--- src/design/ecpb_pkg.sv ---
// ---------------------------------------------------------------------------
// ecpb_pkg: shared constants and types for the color palette builder
// Table geometry, field widths and the controller/datapath handshake structs.
// ---------------------------------------------------------------------------
package ecpb_pkg;

    localparam int TABLE_DEPTH = 256;
    localparam int IDX_W       = $clog2(TABLE_DEPTH);
    localparam int CNT_W       = $clog2(TABLE_DEPTH + 1);

    localparam int PIXEL_W     = 32;
    localparam int COLOR_IDX_W = 8;
    localparam int COLOR_CNT_W = 9;

    localparam int PADDR_W     = 3;
    localparam int PDATA_W     = 32;

    // register indexes, selected by paddr[2]
    localparam logic REG_PIXEL_MODE = 1'b0;
    localparam logic REG_ENDIAN     = 1'b1;

    // pixel mode and byte order codes
    localparam logic MODE_16BIT = 1'b0;
    localparam logic MODE_32BIT = 1'b1;
    localparam logic ORDER_LSB_FIRST = 1'b0;
    localparam logic ORDER_MSB_FIRST = 1'b1;

    typedef struct packed {
        logic load;     // latch a new pixel, clear table on start of image
        logic scan;     // issue table reads and compare
        logic commit;   // append on miss and load the result register
    } ecpb_cmd_t;

    typedef struct packed {
        logic done;     // search settled: hit, miss or overflow
    } ecpb_sts_t;

endpackage

--- src/design/ecpb_ctrl.sv ---
// ---------------------------------------------------------------------------
// ecpb_ctrl: sequencing state machine
// Steps each pixel through load, table scan and commit; owns result valid.
// ---------------------------------------------------------------------------
module ecpb_ctrl (
    input  logic                  clk,
    input  logic                  rst_n,
    input  logic                  in_valid,
    output logic                  in_ready,
    output logic                  out_valid,
    input  logic                  out_ready,
    output ecpb_pkg::ecpb_cmd_t   cmd,
    input  ecpb_pkg::ecpb_sts_t   sts
);

    typedef enum logic [1:0] {
        ST_IDLE,
        ST_SCAN,
        ST_DONE
    } state_t;

    state_t state_reg;
    state_t state_next;
    logic   out_valid_reg;
    logic   out_valid_next;
    logic   out_free;

    assign out_free  = !out_valid_reg || out_ready;
    assign in_ready  = (state_reg == ST_IDLE);
    assign out_valid = out_valid_reg;

    always_comb
    begin
        state_next     = state_reg;
        out_valid_next = out_valid_reg && !out_ready;
        cmd            = '0;
        case (state_reg)
            ST_IDLE:
            begin
                if (in_valid)
                begin
                    cmd.load   = 1'b1;
                    state_next = ST_SCAN;
                end
            end
            ST_SCAN:
            begin
                cmd.scan = 1'b1;
                if (sts.done)
                begin
                    state_next = ST_DONE;
                end
            end
            ST_DONE:
            begin
                // hold until the result register can take the beat
                if (out_free)
                begin
                    cmd.commit     = 1'b1;
                    out_valid_next = 1'b1;
                    state_next     = ST_IDLE;
                end
            end
            default:
            begin
                state_next = ST_IDLE;
            end
        endcase
    end

    always_ff @(posedge clk or negedge rst_n)
    begin
        if (!rst_n)
        begin
            state_reg     <= ST_IDLE;
            out_valid_reg <= 1'b0;
        end
        else
        begin
            state_reg     <= state_next;
            out_valid_reg <= out_valid_next;
        end
    end

endmodule

--- config.mk ---
export PLATFORM = sky130hd
export DESIGN_NAME = ecpb_ctrl
export DESIGN_NICKNAME = d
export VERILOG_FILES = /design/src/design/ecpb_pkg.sv /design/src/design/ecpb_ctrl.sv
export SDC_FILE = /design/constraint.sdc
export NUM_CORES = 1
export LEC_CHECK = 0
export BUFFER_PORTS_ARGS = -buffer_cell sky130_fd_sc_hd__buf_2
export CORE_AREA = 5 5 42 44
export CTS_CLUSTER_SIZE = 14
export DETAILED_ROUTE_END_ITERATION = 10
export DIE_AREA = 0 0 47 49
export SETUP_SLACK_MARGIN = 0.1
export SYNTH_ARGS = -nofsm -noshare
export SYNTH_HDL_FRONTEND = slang
export SYNTH_SLANG_ARGS = --single-unit
--- constraint.sdc ---
create_clock -name clk -period 0.9 [get_ports clk]
set_clock_uncertainty 0.15 [all_clocks]
set_input_delay 0.18 -clock clk [delete_from_list [all_inputs] [get_ports clk]]
set_output_delay 0.18 -clock clk [all_outputs]
set_load 0.005 [all_outputs]
* Yosys cells after proc, flatten, opt, wreduce, memory -nomap -nowiden
Cells that the tools add are included.
** Storage, ports and cells
- Bits of input ports :: 5
- Output and inout bits :: 5
- Bits in registers :: 3
** Operators by class
- Multiplexer cells :: 11
- Equal/unequal tests :: 5
- Reduce and logical (&&, ||, !) cells :: 6
** Operators with widths (count)
- $mux W1 :: 7
- $mux W2 :: 3
- $ne A2 B2 Y1 const B :: 3
- $pmux W2 S3 :: 1
- $reduce_and A3 Y1 :: 1
- $eq A2 B1 Y1 const B :: 1
- $eq A2 B2 Y1 const B :: 1
- $logic_not A1 Y1 :: 2
- $logic_not A2 Y1 :: 1
- $logic_and A1 B1 Y1 :: 1
- $logic_or A1 B1 Y1 :: 1

* Logic depth before layout (Yosys ltp)
- Depth after elaboration :: 4
- Gate-level depth with buffers :: 2

* Worst setup path after synthesis
No wires, ideal clock.
- Path kind :: register -> output
- From :: register state_reg[1]
- To :: output port cmd[2] (netlist bit)
- Stages on the path, launching flop included :: 3
- Buffers on the path :: 0
- Setup slack :: -136 ps
- Data arrival time :: 706 ps
- Data required time :: 570 ps
- Cells stage by stage :: dfrtp_1 > nor2_1 > and2_1
** RTL lines
- from (decl) :: line ecpb_ctrl.sv:22 : state_t state_reg;
- from (signal assigned) :: line ecpb_ctrl.sv:80 : state_reg <= state_next;
- to (decl) :: line ecpb_ctrl.sv:12 : output ecpb_pkg::ecpb_cmd_t cmd,

==> run summary <==
The run finished, with violations left. The checks that failed: setup timing. The tools report the finished layout cell area as 295 um2.

After detailed routing, the average wire length per cell comes to 9.74 um. The critical-path maximum fanout works out to 5. TritonCTS built the clock tree.

Total CTS buffers: 3. First-pass GRT wire length: 621 um. The library cell used most frequently in the layout, excluding fill and tap cells, is sky130_fd_sc_hd__buf_2. The clock net in this run drives a total of 3 sinks. Once placement finished, the instance area stood at 229 um2. The number of flip-flops under the largest register name works out to 2.

In this run the worst hold path is classified as in2reg. The root buffer cell chosen for the clock tree is sky130_fd_sc_hd__clkbuf_4. For this run, the number of Yosys warnings is 0. The run gives 0.110 as the starting density of the core. The instance count of the mapped netlist is 15, and the post-route minimum period is 1350 ps. The run gives 0 as the final number of max-transition violations.

In this run the static leakage power is 0.000148 uW. Across the VDD grid, the largest voltage drop is 0.413 mV. Worst-case setup margin in the final layout: -453 ps. The die height was 49 um; the power density relative to cell area was 2720 mW/mm2.

STA puts the critical path data arrival time at 1020 ps. The clock reaches the later pin of the worst-skew pair after 240 ps. Relative to the synthesized area, the layout overhead comes to 91.9%. In this run the horizontal extent of the chip is 47 um. Port buffering added 9 buffers.

The share of the cycle needed by the critical path after routing was 1.50. At the pin with the least slew margin, the transition time is 164 ps. After filler insertion, the fill cell instance count of the layout stands at 170. The total overflow left after global routing is 0.

The sequential fraction of the synthesis area is 0.488, and the synthesis-stage register bit count is 3. The initial antenna violation count is 0, and the area inside the core boundary is 0.00140 mm2. The detailed router finished its first iteration with 0 violations.

Synthesis instantiated 8 different standard cells from the library. The run gives 1 as the level count of the clock H-tree. The worst setup path is launched from a register.

STA classifies the critical path endpoint as an output pin. The via count of the first global-routing pass was 167. A synthesized cell averages 10.3 um2.

The antenna diode instance count was 0. After clock tree synthesis, the clock-pin slew on the worst setup and hold paths is 40 ps. Final hold analysis gives a worst-case slack of 29.9 ps. Worst slew margin relative to its limit: 0.891. Data on the critical path is required at its endpoint by 570 ps.

For the final number of setup-violating endpoints, the log shows 8. For the remaining antenna violation count after routing, the log shows 0. The detailed-routing iteration count for the pre-antenna-repair pass is 1, and the post-detailed-routing wire length is 458 um. At the end of routability-driven placement, the weighted congestion stood at 0.578.

Via density per instance: 3.30. The run gives 0 as the count of max-cap constraint violations. Setup repair after global routing could not meet its margin everywhere. The filler-free cell count of the finished design came out at 47. At the end of the flow, the number of nets in the layout was 37.

The critical path in this run is classified as reg2out. The routed layout has 155 vias. For the synthesized net count, the log shows 20. In this run, placement finished with an instance count of 40. For this run, design rule violations remaining after detail routing come to 0. Counting along the longest clock path gives a buffer depth of 2. The logs give 0.00230 mm2 for the total die area and 10 for the boundary pin count. The highest clock frequency the design can meet is 0.739 GHz. In this run the core area contains 14 standard-cell rows. The total power is 804 uW, and the largest net degree at the start of global routing is 6. The cell area after synthesis is 154 um2, and the overall fraction of global-route tracks in use is 0.0430. The fraction of layout instances using a drive strength above 1 was 0.645; the sum of negative setup slack was -2130 ps. For the number of endpoints with negative hold slack in the final report, the log shows 0.

Leaving out fill and tap cells, the most frequent cells in the layout are sky130_fd_sc_hd__buf_2 (9), sky130_fd_sc_hd__nand2b_1 (3), sky130_fd_sc_hd__clkbuf_4 (3).
-- critical path, stage by stage, from the launching register on --
cell and delay [ps]:
sky130_fd_sc_hd__dfrtp_2 460, sky130_fd_sc_hd__nor2_2 100, sky130_fd_sc_hd__and2_1 120, sky130_fd_sc_hd__buf_2 100
-- routing by layer --
metal / vias to the layer above / wire length (um) / global-route usage
li1: 79 / - / -
met1: 68 / 135 / 0.0332
met2: 6 / 268 / 0.0588
met3: 2 / 36 / 0.00738
met4: 0 / 17 / 0.0829
met5: - / 0 / 0
-- kinds of logic (layout without fill, tap and decap cells) --
family	Yosys count	after routing	share of synthesized area
AO/OA/AOI/OAI	2	2	0.0894
buffers and inverters	0	16	0
flip-flops	3	3	0.488
AND/OR/NAND/NOR	10	10	0.423
-- power by group --
part	leakage (uW)	switching, uW	internal [uW]
Clock	0.0000150	81.2	167
Sequential	0.0000373	56.9	181
Combinational	0.0000960	111	207
-- stage by stage --
step            util  setup slack [ps]
2_1_floorplan      -              -114
3_3_place_gp   0.163              -229
3_5_place_dp   0.163              -233
4_1_cts        0.201              -463
5_1_grt        0.211              -494
6_report       0.211              -453
-- repair_timing --
item,in CTS,in global routing
hold buffers,1,0
setup endpoints to repair,8,8
hold endpoints to repair,3,0
setup buffers,1,2
gates resized for setup,2,2
pin swaps,1,0
-- synthesized netlist by cell type --
cell type,count,area share
sky130_fd_sc_hd__dfrtp_1,3,0.49
sky130_fd_sc_hd__nand2b_1,4,0.16
sky130_fd_sc_hd__nor2b_4,1,0.089
sky130_fd_sc_hd__a22o_1,1,0.057
sky130_fd_sc_hd__nor2_1,2,0.049
sky130_fd_sc_hd__a21oi_1,1,0.032
sky130_fd_sc_hd__and2_1,1,0.041
sky130_fd_sc_hd__nor2b_1,2,0.081
-- worst paths after layout --
check                        startpoint            to  slack (ps)  cells after the start
setup / recovery           state_reg[1]        cmd[2]        -450                      3
max in group asynchronous         rst_n  state_reg[1]         360                      2
setup reg to reg           state_reg[0]  state_reg[0]        -170                      3
min in group asynchronous         rst_n  state_reg[0]         120                      2
hold reg to reg            state_reg[1]  state_reg[0]         400                      1
hold / removal                      sts  state_reg[1]          30                      2
-- final cells by class --
class / count / area [um2] / area share
clock buffer: 4 / 26.3 / 0.0890
multi-input combinational: 12 / 98.8 / 0.335
timing repair buffer: 12 / 73.8 / 0.250
tap: 16 / 20.0 / 0.0678
sequential: 3 / 76.3 / 0.258
No activity file was read; power rests on OpenSTA's default activity.
